$ cat src/hdl/psm_pkg.sv
`default_nettype none
package psm_pkg;

  localparam int CAPACITY = 1024;
  localparam int VAL_W    = 32;
  localparam int IDX_W    = 10;
  localparam int CNT_W    = 11;

  // item traveling down the cell row
  typedef struct packed {
    logic             vld;
    logic             first;
    logic             last;
    logic             hit;
    logic             placed;
    logic [VAL_W-1:0] value;
    logic [VAL_W:0]   comp;
    logic [IDX_W-1:0] index;
    logic [IDX_W-1:0] earlier;
  } tok_t;

endpackage
`default_nettype wire

$ cat src/hdl/psm_if.sv
`default_nettype none


interface psm_out_if;
  logic                        valid;
  logic                        ready;
  logic                        found;
  logic [psm_pkg::IDX_W-1:0]   earlier_index;
  logic [psm_pkg::IDX_W-1:0]   later_index;
  logic                        overflow;

  modport source (output valid, found, earlier_index, later_index, overflow, input ready);
  modport sink   (input valid, found, earlier_index, later_index, overflow, output ready);
endinterface
`default_nettype wire

$ cat src/hdl/psm_exit.sv
`default_nettype none
module psm_exit (
  input  wire logic           clk,
  input  wire logic           rst_n,
  input  wire logic           adv,
  input  wire psm_pkg::tok_t  tok_i,
  output logic                stall,
  psm_out_if.source           out_chan
);

  logic                        done_r, done_nxt;
  logic                        ovf_r, ovf_nxt;
  logic                        out_valid_r;
  logic                        found_r;
  logic [psm_pkg::IDX_W-1:0]   earlier_r, later_r;
  logic                        ovfo_r;
  logic                        done_eff, ovf_eff, live, tok_ovf, emit;

  always_comb begin
    done_eff = tok_i.first ? 1'b0 : done_r;
    ovf_eff  = tok_i.first ? 1'b0 : ovf_r;
    live     = tok_i.vld && !done_eff;
    tok_ovf  = !tok_i.hit && !tok_i.placed;
    emit     = live && (tok_i.hit || tok_i.last);
    done_nxt = done_r;
    ovf_nxt  = ovf_r;
    if (tok_i.vld) begin
      done_nxt = done_eff || emit;
      ovf_nxt  = ovf_eff || (live && tok_ovf);
    end
    stall = out_valid_r && !out_chan.ready && emit;
  end

  always_ff @(posedge clk) begin
    if (!rst_n) begin
      done_r      <= 1'b0;
      ovf_r       <= 1'b0;
      out_valid_r <= 1'b0;
    end else begin
      if (adv) begin
        done_r <= done_nxt;
        ovf_r  <= ovf_nxt;
      end
      if (adv && emit) begin
        out_valid_r <= 1'b1;
      end else if (out_chan.ready) begin
        out_valid_r <= 1'b0;
      end
    end
  end

  always_ff @(posedge clk) begin
    if (adv && emit) begin
      found_r   <= tok_i.hit;
      earlier_r <= tok_i.hit ? tok_i.earlier : '0;
      later_r   <= tok_i.hit ? tok_i.index : '0;
      ovfo_r    <= tok_i.hit ? ovf_eff : (ovf_eff || tok_ovf);
    end
  end

  assign out_chan.valid         = out_valid_r;
  assign out_chan.found         = found_r;
  assign out_chan.earlier_index = earlier_r;
  assign out_chan.later_index   = later_r;
  assign out_chan.overflow      = ovfo_r;

  a_hit_emits: assert property (@(posedge clk) disable iff (!rst_n)
    adv && emit && tok_i.hit |=> out_chan.valid && out_chan.found)
    else $error("hit item gave no found result");

  a_notfound_zero: assert property (@(posedge clk) disable iff (!rst_n)
    out_chan.valid && !out_chan.found |-> out_chan.earlier_index == '0 &&
      out_chan.later_index == '0)
    else $error("not-found result carries indices");

  a_drop_after_done: assert property (@(posedge clk) disable iff (!rst_n)
    adv && tok_i.vld && !tok_i.first && done_r && !out_valid_r |=> !out_chan.valid)
    else $error("item after a result was not dropped");

endmodule
`default_nettype wire

$ cat src/flat_wrapper.sv
// flat-port wrapper written by rule: the top's interface ports become plain ports
module psm_exit_flat 
  (clk, rst_n, adv, tok_i, stall, out_chan_valid, out_chan_found, out_chan_earlier_index, out_chan_later_index, out_chan_overflow, out_chan_ready);
  psm_out_if out_chan_i ();
  input  wire logic clk;
  input  wire logic rst_n;
  input  wire logic adv;
  input  wire psm_pkg::tok_t tok_i;
  output logic stall;
  output wire logic [$bits(out_chan_i.valid)-1:0] out_chan_valid;
  output wire logic [$bits(out_chan_i.found)-1:0] out_chan_found;
  output wire logic [$bits(out_chan_i.earlier_index)-1:0] out_chan_earlier_index;
  output wire logic [$bits(out_chan_i.later_index)-1:0] out_chan_later_index;
  output wire logic [$bits(out_chan_i.overflow)-1:0] out_chan_overflow;
  input wire logic [$bits(out_chan_i.ready)-1:0] out_chan_ready;
  assign out_chan_valid = out_chan_i.valid;
  assign out_chan_found = out_chan_i.found;
  assign out_chan_earlier_index = out_chan_i.earlier_index;
  assign out_chan_later_index = out_chan_i.later_index;
  assign out_chan_overflow = out_chan_i.overflow;
  assign out_chan_i.ready = out_chan_ready;
  psm_exit u_core (.clk(clk), .rst_n(rst_n), .adv(adv), .tok_i(tok_i), .stall(stall), .out_chan(out_chan_i));
endmodule
$ cat config.mk
export PLATFORM = sky130hd
export DESIGN_NAME = psm_exit_flat
export DESIGN_NICKNAME = d
export VERILOG_FILES = /design/src/hdl/psm_pkg.sv /design/src/hdl/psm_if.sv /design/src/hdl/psm_exit.sv /design/src/flat_wrapper.sv
export SDC_FILE = /design/constraint.sdc
export NUM_CORES = 1
export LEC_CHECK = 0
export BUFFER_PORTS_ARGS = -buffer_cell sky130_fd_sc_hd__buf_2
export CORE_MARGIN = 2
export CORE_UTILIZATION = 34
export CTS_CLUSTER_SIZE = 12
export DETAILED_ROUTE_END_ITERATION = 8
export PLACE_DENSITY = 0.83
export SLEW_MARGIN = 25
export SYNTH_ARGS = -nofsm -noshare
export SYNTH_HDL_FRONTEND = slang
export SYNTH_SLANG_ARGS = --single-unit
$ cat constraint.sdc
create_clock -name clk -period 4.72 [get_ports clk]
set_input_delay 0.708 -clock clk [delete_from_list [all_inputs] [get_ports clk]]
set_output_delay 0.708 -clock clk [all_outputs]
set_load 0.1 [all_outputs]
==> results.yml <==
outcome:
  status: "completed"
timing:
  maxSlewHeadroom: 0.666
  worst_pin_slew_ps: 505
  slew_viol_final: 0
  fin_crit_ps: 2510
  setup_viol: 0
  setup_tns_ps: 0
  finClkSkew_ps: 7.04
  setup_slack_ps: 2210
  fin_crit_sh: 0.532
  rsz0062_at_grt: "false"
  fmax_mhz: 398
  finalHoldViolCount: 0
place:
  post-place-ws_ps: 2150
  dpl_cell_area_mm2: 0.00127
  io_buffers: 52
  gp_congestion: 0.721
global_route:
  grt_pass1_vias: 712
  antenna_found_initial: 0
  grt-ovfl-total: 0
  grt_pass1_wl_mm: 3.13
  grt_use_total: 0.130
  grt_max_degree: 25
logic_synthesis:
  syn_avg_cell_area_um2: 15.0
  ys_types: 16
  ys_ff_latch: 25
  ys_warn_count: 0
  synth.net_count: 158
  synth_area_um2: 962
  synth_top_area_share: 0.687
  ys_seq_area_frac: 0.749
  synth_top_area_cell: "edfxtp_1"
  synthCells: 64
  synthTopCellsByArea: "edfxtp_1 69%, and2_1 13%, dfxtp_1 6.2%, o32ai_2 1.7%, nand3b_1 1.6%"
cells_and_area:
  final_common_cell: "buf_2"
  mostFrequentLayoutCells: "52 x buf_2, 22 x edfxtp_1, 20 x and2_1"
  area_growth_syn_to_layout_pct: 34.5
  fillers: 253
  multi_input_area_um2: 231
  fin_area_mm2: 0.00129
  n_antenna_cell: 0
  drive_above_1_share: 0.496
  ff_latch_area_um2: 721
  nets: 214
  utilization: 0.477
drt:
  postRouteAntennaNets: 0
  drtIter0Drc: 4
  drc: 0
  wl_per_cell_um: 12.9
  num_vias: 699
  dr.pass1.iters: 2
  vias_per_cell: 4.66
  totalWireLength_mm: 1.94
floorplan:
  dieArea_mm2: 0.00327
  num_io_pins: 118
  rows: 19
  core-area_mm2: 0.00271
  die_h_um: 57.2
  fp.dieW_um: 57.2
  initial_core_util: 0.355
critical_path:
  cp_data_arrival_time_ps: 1810
  cp_max_fo: 24
  endpoint: "stall"
  start_kind: "input pin"
  cp-end-kind: "output port"
  rr_endpoint: "u_core.out_chan.earlier_index[9]$_SDFFCE_PN0P_"
  cp_data_required_time_ps: 4010
  startpoint: "tok_i[86]"
  r2r_slack_ps: 3500
  r2r_cells: 3
  worstSetupPathType: "in2out"
  r2r_start: "u_core.done_r$_SDFFE_PN0P_"
power_and_ir_drop:
  power_uw: 438
  ir_drop_v: 0.000193
  power_density_mw_per_mm2: 339
  p_leak_uw: 0.000557
clock_tree:
  postCtsHoldBufs: 0
  h-tree-depth: 1
  cts.clk_slew.worst_paths_ps: 120
  cts.sinks: 25
  tritoncts: "done"
  clk_latency_ps: 310
  postCtsSetupRepairBufs: 0
  cts_buffer_depth: 2
  cts.repair.resized: 0
  cts-root-buf: "clkbuf_4"
  cts_buffers: 3
flow_run:
  maxCapViolCount: 0
hold_path:
  min_path_type: "reg2reg"
[metal layers]
layer,vias up,GRT usage,wire (µm)
met1,322,0.145,766
met2,37,0.228,984
li1,338,-,-
met3,2,0.0363,170
met4,0,0.0598,21
met5,-,0,0
[synthesized netlist by cell type]
cell type / number
edfxtp_1: 22
and2_1: 20
dfxtp_1: 3
nand2_1: 3
clkbuf_1: 2
inv_1: 2
nand3b_1: 2
nor3_1: 2
and3_1: 1
nor2_1: 1
nor2b_1: 1
o22ai_1: 1
o32ai_1: 1
o32ai_2: 1
o41ai_1: 1
or3b_1: 1
[cell families (layout without fill, tap and decap cells)]
kind of cell,after synthesis,count (layout),synth area share
buffers and inverters,4,59,0.0156
and+or+nand+nor,31,31,0.194
AOI/OAI and AO/OA,4,4,0.0416
DFF,25,25,0.749
[final cells by class]
cell class                 count  area share
inverter                       2     0.00580
clock inverter                 1     0.00387
clock buffer                   3      0.0174
tap                           31      0.0300
timing repair buffer          53       0.207
multi-input combinational     35       0.179
sequential                    25       0.557
[where the power goes]
| group | switching, µW | internal (µW) |
|---|---|---|
| Clock | 59.3 | 31.6 |
| Combinational | 73.7 | 20.4 |
| Sequential | 2.45 | 251 |
[sequential cells by signal (all words and copies together) (netlist names)]
| register | count |
|---|---|
| u_core.ovf_r | 1 |
| u_core.out_chan.overflow | 1 |
| u_core.done_r | 1 |
| u_core.out_chan.earlier_index | 10 |
| u_core.out_chan.later_index | 10 |
| u_core.out_chan.found | 1 |
| u_core.out_chan.valid | 1 |
[worst max-delay path, cell delays in order]
cell    delay, ps
buf_2         260
nor2_1        150
nor3_1        220
buf_2         460
[how the worst min path moves through the flow]
stage | cells after the start | slack (ps) | from | end
after global routing | 2 | 520 | u_core.ovf_r$_SDFFE_PN0P_ | u_core.ovf_r$_SDFFE_PN0P_
after global placement | 2 | 440 | u_core.done_r$_SDFFE_PN0P_ | u_core.done_r$_SDFFE_PN0P_
after floorplan | 2 | 440 | u_core.done_r$_SDFFE_PN0P_ | u_core.done_r$_SDFFE_PN0P_
after detailed placement | 2 | 480 | u_core.done_r$_SDFFE_PN0P_ | u_core.done_r$_SDFFE_PN0P_
final | 2 | 490 | u_core.done_r$_SDFFE_PN0P_ | u_core.done_r$_SDFFE_PN0P_
after CTS | 2 | 500 | u_core.done_r$_SDFFE_PN0P_ | u_core.done_r$_SDFFE_PN0P_
[through the flow]
step / cells / hold WS, ps
2_1_floorplan: 64 / 436
3_3_place_gp: 146 / 442
3_5_place_dp: 146 / 485
4_1_cts: 150 / 503
5_1_grt: 150 / 519
6_report: 150 / 493
Note: power is estimated with default switching activity, not from simulation.
