File: src/hdl/psm_pkg.sv
`default_nettype none
package psm_pkg;

  localparam int CAPACITY = 1024;
  localparam int VAL_W    = 32;
  localparam int IDX_W    = 10;
  localparam int CNT_W    = 11;

  // item traveling down the cell row
  typedef struct packed {
    logic             vld;
    logic             first;
    logic             last;
    logic             hit;
    logic             placed;
    logic [VAL_W-1:0] value;
    logic [VAL_W:0]   comp;
    logic [IDX_W-1:0] index;
    logic [IDX_W-1:0] earlier;
  } tok_t;

endpackage
`default_nettype wire

File: src/hdl/psm_cell.sv
`default_nettype none
module psm_cell (
  input  wire logic           clk,
  input  wire logic           rst_n,
  input  wire logic           adv,
  input  wire psm_pkg::tok_t  tok_i,
  output psm_pkg::tok_t       tok_o
);

  logic                        valid_r, valid_nxt;
  logic [psm_pkg::VAL_W-1:0]   val_r, val_nxt;
  logic [psm_pkg::IDX_W-1:0]   idx_r, idx_nxt;
  psm_pkg::tok_t               tok_r, tok_nxt;
  logic                        valid_eff;

  always_comb begin
    tok_nxt   = tok_i;
    valid_nxt = valid_r;
    val_nxt   = val_r;
    idx_nxt   = idx_r;
    valid_eff = valid_r;
    if (tok_i.vld) begin
      // a first item empties every cell as it passes
      valid_eff = tok_i.first ? 1'b0 : valid_r;
      valid_nxt = valid_eff;
      if (!tok_i.hit) begin
        if (valid_eff && ({val_r[psm_pkg::VAL_W-1], val_r} == tok_i.comp)) begin
          tok_nxt.hit     = 1'b1;
          tok_nxt.earlier = idx_r;
        end else if (!tok_i.placed) begin
          // a placed item still looks for its partner further down; an index
          // moved ahead of a hit is never read again since the set closes
          if (valid_eff && (val_r == tok_i.value)) begin
            idx_nxt        = tok_i.index;
            tok_nxt.placed = 1'b1;
          end else if (!valid_eff) begin
            // valid cells form a prefix, so the first empty one takes the value
            valid_nxt      = 1'b1;
            val_nxt        = tok_i.value;
            idx_nxt        = tok_i.index;
            tok_nxt.placed = 1'b1;
          end
        end
      end
    end
  end

  always_ff @(posedge clk) begin
    if (!rst_n) begin
      valid_r   <= 1'b0;
      tok_r.vld <= 1'b0;
    end else if (adv) begin
      valid_r <= valid_nxt;
      tok_r   <= tok_nxt;
    end
  end

  always_ff @(posedge clk) begin
    if (adv) begin
      val_r <= val_nxt;
      idx_r <= idx_nxt;
    end
  end

  assign tok_o = tok_r;

  a_hit_kept: assert property (@(posedge clk) disable iff (!rst_n)
    adv && tok_i.vld && tok_i.hit |=> tok_o.hit && tok_o.earlier == $past(tok_i.earlier))
    else $error("hit lost in cell");

  a_place_kept: assert property (@(posedge clk) disable iff (!rst_n)
    adv && tok_i.vld && tok_i.placed |=> tok_o.placed)
    else $error("placed item changed in cell");

endmodule
`default_nettype wire

File: config.mk
export PLATFORM = sky130hd
export DESIGN_NAME = psm_cell
export DESIGN_NICKNAME = d
export VERILOG_FILES = /design/src/hdl/psm_pkg.sv /design/src/hdl/psm_cell.sv
export SDC_FILE = /design/constraint.sdc
export NUM_CORES = 1
export LEC_CHECK = 0
export BUFFER_PORTS_ARGS = -buffer_cell sky130_fd_sc_hd__buf_2
export CAP_MARGIN = 20
export CORE_MARGIN = 10
export CORE_UTILIZATION = 49
export CTS_CLUSTER_DIAMETER = 40
export CTS_CLUSTER_SIZE = 14
export DETAILED_ROUTE_END_ITERATION = 8
export GPL_ROUTABILITY_DRIVEN = 0
export PLACE_DENSITY_LB_ADDON = 0.15
export SETUP_SLACK_MARGIN = 0.05
export SLEW_MARGIN = 0
export SYNTH_ARGS = -nofsm -noshare
export SYNTH_HDL_FRONTEND = slang
export SYNTH_SLANG_ARGS = --single-unit
File: constraint.sdc
create_clock -name clk -period 3.6 [get_ports clk]
set_input_delay 0.18 -clock clk [delete_from_list [all_inputs] [get_ports clk]]
set_output_delay 0.18 -clock clk [all_outputs]
set_load 0.02 [all_outputs]
==> run metrics, run 1 <==
Worst path slowest cell=dlygate4sd3_1; first-pass GRT wire length=20670 µm; vias in the first global route=3663; DR WL/cell=19.30 µm; Worst setup SP type=flop; Final Cell Area=0.007672 mm²; placed wire-length estimate=8525 µm; post-cts resize count=0; number of synthesized register bits=133; Synth cell types=29; vias per cell=4.807; Lkg Pwr=2.987 nW; Critical Path AT=2.60 ns; sequential share of the synthesized area=0.7922; Avg Inst Size Synth=19.91 µm²; Final Skew=0.007324 ns; Ys Warns=0; Fmax=0.4509 GHz; Layout Nets=641; CTS tree=done; Top-Level Pins=183; CP max FO=3; cts bufs inserted=17; CTS Root Buffer Type=clkbuf_8; area of the mapped netlist=0.005016 mm²; commonest cells after routing, fill and taps aside=buf_2 (182), edfxtp_1 (131), dlygate4sd3_1 (93); Worst Hold Class=in2reg; leading cell type in the layout, fill and taps excluded=buf_2; Layout area overhead=52.96%; Placed Area=0.006111 mm²; area share of the largest cell type after synthesis=0.7842; grt total ovfl=0; CP Class=reg2reg; DRC Markers=0; # diodes=0; Finished Layout Cells=694; core area=0.009864 mm²; layout cells sized above 1=0.4171; Hold Fails Final Rpt=0; Skew-Pair Late Insertion Delay=0.52 ns; synth top area cells=edfxtp_1 (78%), xnor2_1 (11%), mux2_4 (3.0%); Setup Buffers After CTS=0; die area=0.01468 mm²; final slew viol count=0; Mapped Nets=345; ANT nets after route=0; Synth Instances=252; Yosys top cell by area=edfxtp_1; fill cell count=578; Inst Count DP=568; PD cells=518.1 mW/mm²; DR iter-0 viols=226; Routed WL=13390 µm; maximum vdd drop=0.3625 mV; largest net degree at the start of global routing=90; Max-slew headroom=0.3749; CTS Sinks=133; CTS Hold Bufs=93; maxcap violations=0; CTS Buffer Depth=2; RSZ-0062 raised after global routing=no; Critical Path End Type=flop; Worst-Margin Slew=0.9355 ns; Worst EP required=3.98 ns; worst path bufs/invs=1; setup violators final=0; Chip Height=121.2 µm; status=complete, no violations; vias=3336; drt pass-1 iters=5; Place WS=1.515 ns; Die W=121.2 µm; antenna violations before repair=0; row cnt=36; gr usage total=0.1865; crit-path max cell delay=0.55 ns; crit-path cells=xnor2_1, nand4_1, nor3_4, and4_1, a21o_1, dlygate4sd3_1; Top delay family on crit path=simple AND/OR/NAND/NOR gates; FF-to-FF setup slack=1.38 ns; Initial Util=0.5085; IO buf count=182; clock slew at reported path FFs=0.06 ns; H-tree depth=4; final worst slack=1.382 ns; Tcrit/Tclk final=0.6161; Fin Setup TNS=0 ns; final critical-path required period=2.218 ns
==> report_power, final <==
part	internal (mW)	total [mW]	switching [mW]	leakage, nW
registers	1.79	1.81	0.0232	1.23
clock network	1.12	1.74	0.623	0.283
logic	0.193	0.420	0.227	1.47
total	3.10	3.98	0.873	2.99
==> synthesized netlist by cell type, drive strengths merged <==
cell / instances
or3: 1
nand2: 3
edfxtp: 131
dfxtp: 2
nand3: 1
o31ai: 1
nor2: 3
xor2: 1
or2b: 1
nor4: 3
and2: 1
and4: 1
mux2: 10
a21o: 2
nand4: 16
o2111ai: 1
xnor2: 62
nor3: 3
nor2b: 1
inv: 2
a21boi: 3
nand2b: 3
==> stage by stage <==
step	util	hold WS (ns)	total power, mW
2_1_floorplan	-	0.2789	2.018
6_report	0.7778	0.02904	3.975
4_1_cts	0.7750	0.003546	3.992
3_5_place_dp	0.6195	0.3588	2.178
3_3_place_gp	0.6195	0.3577	2.173
5_1_grt	0.7778	0.06257	4.119
==> tightest hold or removal path: stages <==
cell      delay (ns)
buf_2           0.12
nand3_1         0.07
nand2_1         0.06
a21boi_0        0.06
==> registers in the layout, indices dropped and copies added, names as in the netlist <==
name	cells
tok_o	90
valid_r	1
val_r	32
idx_r	10
==> metal layers <==
metal | track usage | up-vias | part of all wire
li1 | - | 1564 | -
met1 | 0.2070 | 1610 | 0.38
met2 | 0.3180 | 142 | 0.52
met3 | 0.07771 | 20 | 0.079
met4 | 0.06110 | 0 | 0.019
met5 | 0 | - | 0
==> cells by family after synthesis <==
kind of cell / Yosys count / synth area share
AOI/OAI and AO/OA: 7 / 0.01197
xor gates and xnor gates: 63 / 0.1100
buffers and inverters: 2 / 0.001495
DFF: 133 / 0.7922
muxes: 10 / 0.02993
and+or+nand+nor: 37 / 0.05438
==> final timing paths <==
path | startpoint | end | cells past startpoint
max | val_r[28]$_DFFE_PP_ | tok_o[86]$_DFFE_PP_ | 6
min | tok_i[89] | valid_r$_SDFFE_PN0P_ | 4
max reg2reg | val_r[28]$_DFFE_PP_ | tok_o[86]$_DFFE_PP_ | 6
min reg2reg | valid_r$_SDFFE_PN0P_ | valid_r$_SDFFE_PN0P_ | 2
==> layout make-up <==
cell class                      instances  area (µm²)  area share
Timing Repair Buffer                  277        1877      0.2446
Sequential cell                       133        3974      0.5179
Inverter                                2       7.507   0.0009785
Clock buffer                           18       417.9     0.05447
Tap cell                              133       166.4     0.02169
Multi-Input combinational cell        117        1045      0.1362
Clock inverter                         14       185.2     0.02414
(Power assumes the default switching activity.)
==> run 2, diff against run 1 <==
clock period = 2.1 ns   (was 3.6 ns; I/O delays follow)
==> run metrics, run 2 (synthesized netlist as in run 1, its figures left out) <==
DRC Markers=0; largest net degree at the start of global routing=46; Largest register FFs=90; maxcap violations=0; Initial Util=0.5085; Layout area overhead=54.85%; worst path bufs/invs=1; Top delay family on crit path=simple AND/OR/NAND/NOR gates; M1 wire length=5189 µm; Worst setup SP type=flop; WHS Endpoint=tok_o[87]$_DFFE_PP_; Hold Startpoint=tok_i[87]; metal2 WL=7033 µm; FF-to-FF setup slack=0.09 ns; vias in the first global route=3689; maximum vdd drop=0.5197 mV; Chip Height=121.2 µm; CTS Buffer Depth=2; Max-slew headroom=0.7016; DR iter-0 viols=213; total power=6.759 mW; gr usage total=0.1899; ANT nets after route=0; status=complete, no violations; vias per cell=4.785; clock slew at reported path FFs=0.06 ns; Worst EP required=2.33 ns; top layer in use=met4; grt total ovfl=0; CP Class=reg2reg; die area=0.01468 mm²; final worst slack=0.09020 ns; R2R depth=6; placed wire-length estimate=9062 µm; first-pass GRT wire length=20950 µm; DR WL/cell=19.48 µm; CP max FO=10; CTS Root Buffer Type=clkbuf_8; Top-Level Pins=183; cts bufs inserted=17; leading cell type in the layout, fill and taps excluded=buf_2; core area=0.009864 mm²; Worst path slowest cell=edfxtp_1; Met3 Wirelength=1202 µm; Critical Path End Type=flop; Layout Nets=647; row cnt=36; Lkg Pwr=3.045 nW; Hold Fails Final Rpt=0; IO buf count=182; Routed WL=13680 µm; CTS Sinks=133; Tcrit/Tclk final=0.9570; Place WS=-0.05965 ns; Die W=121.2 µm; Skew-Pair Late Insertion Delay=0.52 ns; Fmax=0.4976 GHz; r2r endpoint=idx_r[7]$_DFFE_PP_; crit-path cells=xnor2_2, nand4_1, nor4_4, a21boi_2, nor3_2, buf_6; final critical-path required period=2.010 ns; PD cells=870.1 mW/mm²; drt pass-1 iters=4; Critical Path AT=2.24 ns; Worst Hold Class=in2reg; commonest cells after routing, fill and taps aside=buf_2 (182), edfxtp_1 (131), dlygate4sd3_1 (94); H-tree depth=4; Final Skew=0.009377 ns; final slew viol count=0; RSZ-0062 raised after global routing=no; WHS Path Cells=2; antenna violations before repair=2; crit-path max cell delay=0.44 ns; vias=3359; layout cells sized above 1=0.4293; Critical R2R Launch=val_r[0]$_DFFE_PP_; setup violators final=0; CTS tree=done; Worst-Margin Slew=0.4476 ns
-- run 2: report_power, final --
group	internal (mW)	switching (mW)	leakage, nW	total (mW)
registers	3.07	0.0398	1.23	3.11
clock network	1.91	1.01	0.282	2.92
logic	0.335	0.395	1.53	0.730
-- run 2: worst max-delay path by stage --
| stage | cells past startpoint | end | startpoint |
|---|---|---|---|
| after floorplan | 5 | idx_r[0]$_DFFE_PP_ | val_r[31]$_DFFE_PP_ |
| after global placement | 6 | idx_r[9]$_DFFE_PP_ | val_r[28]$_DFFE_PP_ |
| after detailed placement | 6 | idx_r[9]$_DFFE_PP_ | val_r[28]$_DFFE_PP_ |
| after CTS | 6 | idx_r[0]$_DFFE_PP_ | val_r[6]$_DFFE_PP_ |
| after global routing | 6 | idx_r[6]$_DFFE_PP_ | val_r[0]$_DFFE_PP_ |
| final | 6 | idx_r[7]$_DFFE_PP_ | val_r[0]$_DFFE_PP_ |
-- run 2: worst register-to-register path, cell delays in order, from the launching register on --
cell	delay, ns
edfxtp_1	0.44
xnor2_2	0.23
nand4_1	0.16
nor4_4	0.36
a21boi_2	0.11
nor3_2	0.23
buf_6	0.18
-- run 2: cell type report --
type,count,area (µm²)
Tap cell,133,166.4
Clock buffer,20,425.4
Timing Repair Buffer,283,1946
Antenna cell,3,7.507
Sequential cell,133,3974
Fill cell,567,2097
Multi-Input combinational cell,117,1082
Inverter,2,7.507
Clock inverter,11,158.9
-- run 2: per-layer routing --
metal,vias to the layer above,track usage
li1,1579,-
met1,1609,0.2162
met2,152,0.3143
met3,19,0.07911
met4,0,0.07004
met5,-,0
-- run 2: what timing repair did --
| action | 4_1_cts | 5_1_grt |
|---|---|---|
| hold buffers | 94 | 0 |
| gates cloned | 0 | 0 |
| pin swaps | 0 | 3 |
| buffers inserted | 0 | 1 |
| endpoints found under the hold margin | 133 | 0 |
| setup endpoints to repair | 10 | 20 |
| resized for setup | 2 | 5 |
-- run 2: stage by stage --
step / utilization / instance area [µm²] / setup TNS [ns] / instances / hold slack, ns
global route: 0.7874 / 7767 / 0 / 702 / 0.3077
CTS: 0.7816 / 7710 / 0 / 698 / 0.2839
detailed placement: 0.6263 / 6178 / -0.5930 / 573 / 0.2894
finish: 0.7874 / 7767 / 0 / 702 / 0.2988
floorplan: - / 5025 / 0 / 252 / 0.2039
global placement: 0.6263 / 6178 / -0.4182 / 573 / 0.2848
==> run 3, diff against run 2 <==
SETUP_SLACK_MARGIN = 0.15   (was 0.05)
==> run metrics, run 3 (synthesized netlist as in run 1, its figures left out) <==
row cnt=36; CTS Sinks=133; Max-slew headroom=0.7047; Chip Height=121.2 µm; H-tree depth=4; clock slew at reported path FFs=0.05 ns; IO buf count=182; Fmax=0.5069 GHz; Lkg Pwr=3.090 nW; Switching Share=0.2147; setup violators final=0; Worst EP required=2.33 ns; CTS tree=done; Layout Nets=648; largest net degree at the start of global routing=46; placed wire-length estimate=9062 µm; final critical-path required period=1.973 ns; Hold Fails Final Rpt=0; vias per cell=4.801; DRC Markers=0; leading cell type in the layout, fill and taps excluded=buf_2; vias in the first global route=3695; Final Skew=0.01084 ns; Critical Path End Type=flop; Largest register FFs=90; total power=6.771 mW; Clock Power Share=0.431; Critical Path AT=2.20 ns; DR WL/cell=19.49 µm; PD cells=865.6 mW/mm²; CTS Buffer Depth=2; status=complete, no violations; CP Class=reg2reg; Die W=121.2 µm; Tcrit/Tclk final=0.9395; die area=0.01468 mm²; fill cell count=554; RSZ-0062 raised after global routing=yes; Worst Hold Class=in2reg; Flop pwr share=0.460; first-pass GRT wire length=21020 µm; CP max FO=10; layout cells sized above 1=0.4444; Placed Area=0.006178 mm²; grt total ovfl=0; CTS Root Buffer Type=clkbuf_8; Final Cell Area=0.007823 mm²; Top Usage Layer GRT=met2; Worst setup SP type=flop; DR iter-0 viols=180; Layout area overhead=55.95%; commonest cells after routing, fill and taps aside=buf_2 (182), edfxtp_1 (131), dlygate4sd3_1 (94); Multi-input gate area=0.001137 mm²; Combinational Power Share=0.109; drt pass-1 iters=4; # diodes=0; M1 GR Usage=0.2180; gr usage total=0.1904; Power Internal=5.318 mW; maximum vdd drop=0.5131 mV; ANT nets after route=0; met2 Track Usage GR=0.3180; Worst-Margin Slew=0.4430 ns; storage element area=0.003974 mm²; core area=0.009864 mm²; P_sw=1.454 mW; cts bufs inserted=17; final slew viol count=0; Skew-Pair Late Insertion Delay=0.53 ns; maxcap violations=0; M3 GR Usage=0.07818; Initial Util=0.5085; antenna violations before repair=0; vias=3361; Top-Level Pins=183; Routed WL=13650 µm
==> run 3: cell count changes in the layout (fill, tap and decap cells not counted) <==
cell | before | now
buf_4 | 3 | 4
xnor2_1 | 61 | 54
diode_2 | 3 | 0
nand2_2 | 0 | 1
xnor2_2 | 1 | 8
nand2_1 | 3 | 2
==> run 3: power by group through the flow <==
stage | registers (mW) | logic, mW | clock network, mW
after floorplan | 3.32 | 0.134 | 0
after global placement | 3.16 | 0.581 | 0
after detailed placement | 3.16 | 0.586 | 0
after CTS | 3.11 | 0.730 | 2.97
after global routing | 3.12 | 0.793 | 3.10
final | 3.11 | 0.741 | 2.92
==> run 3: critical path, cell delays in order (launching register included) <==
cell      delay [ns]
edfxtp_1        0.47
xnor2_2         0.21
nand4_1         0.17
nor4_4          0.35
a21boi_2        0.11
nor3_2          0.20
buf_6           0.17
==> run 3: path summary, 6_finish.rpt <==
check | from | to | slack, ns | cells after the start
setup / recovery | val_r[6]$_DFFE_PP_ | idx_r[7]$_DFFE_PP_ | 0.13 | 6
hold / removal | tok_i[87] | tok_o[87]$_DFFE_PP_ | 0.30 | 2
hold reg to reg | tok_o[89]$_SDFFE_PN0P_ | tok_o[89]$_SDFFE_PN0P_ | 0.50 | 2
setup reg to reg | val_r[6]$_DFFE_PP_ | idx_r[7]$_DFFE_PP_ | 0.13 | 6
==> run 3: per-stage QoR <==
| stage | cells | worst slack (ns) | setup TNS [ns] | utilization | hold slack (ns) |
|---|---|---|---|---|---|
| global placement | 573 | -0.04212 | -0.4182 | 0.6263 | 0.2848 |
| global route | 700 | 0.04904 | 0 | 0.7930 | 0.3077 |
| CTS | 699 | 0.1515 | 0 | 0.7860 | 0.2839 |
| detailed placement | 573 | -0.05965 | -0.5930 | 0.6263 | 0.2894 |
| finish | 700 | 0.1271 | 0 | 0.7930 | 0.2951 |
| floorplan | 252 | 0.1514 | 0 | - | 0.2039 |
==> run 3: per-layer routing <==
layer  wire length, µm  part of all wire
met1              5265              0.39
met2              6981              0.51
met3              1162             0.085
met4               235             0.017
met5                 0                 0
==> run 3: area by class of cell <==
type	instances	area share
flip-flops and latches	133	0.5080
repair buffers	284	0.2497
multi-input cells	117	0.1454
clock buffers	20	0.05438
well taps	133	0.02127
clock inverters	11	0.02031
inverters	2	0.0009597
==> run 3: repair_timing <==
item,in CTS,in global routing
setup buffers,1,1
endpoints found under the setup margin,20,20
resized for setup,6,9
hold buffers,94,0
pin swaps,4,6
endpoints found under the hold margin,133,0
gates cloned,0,0
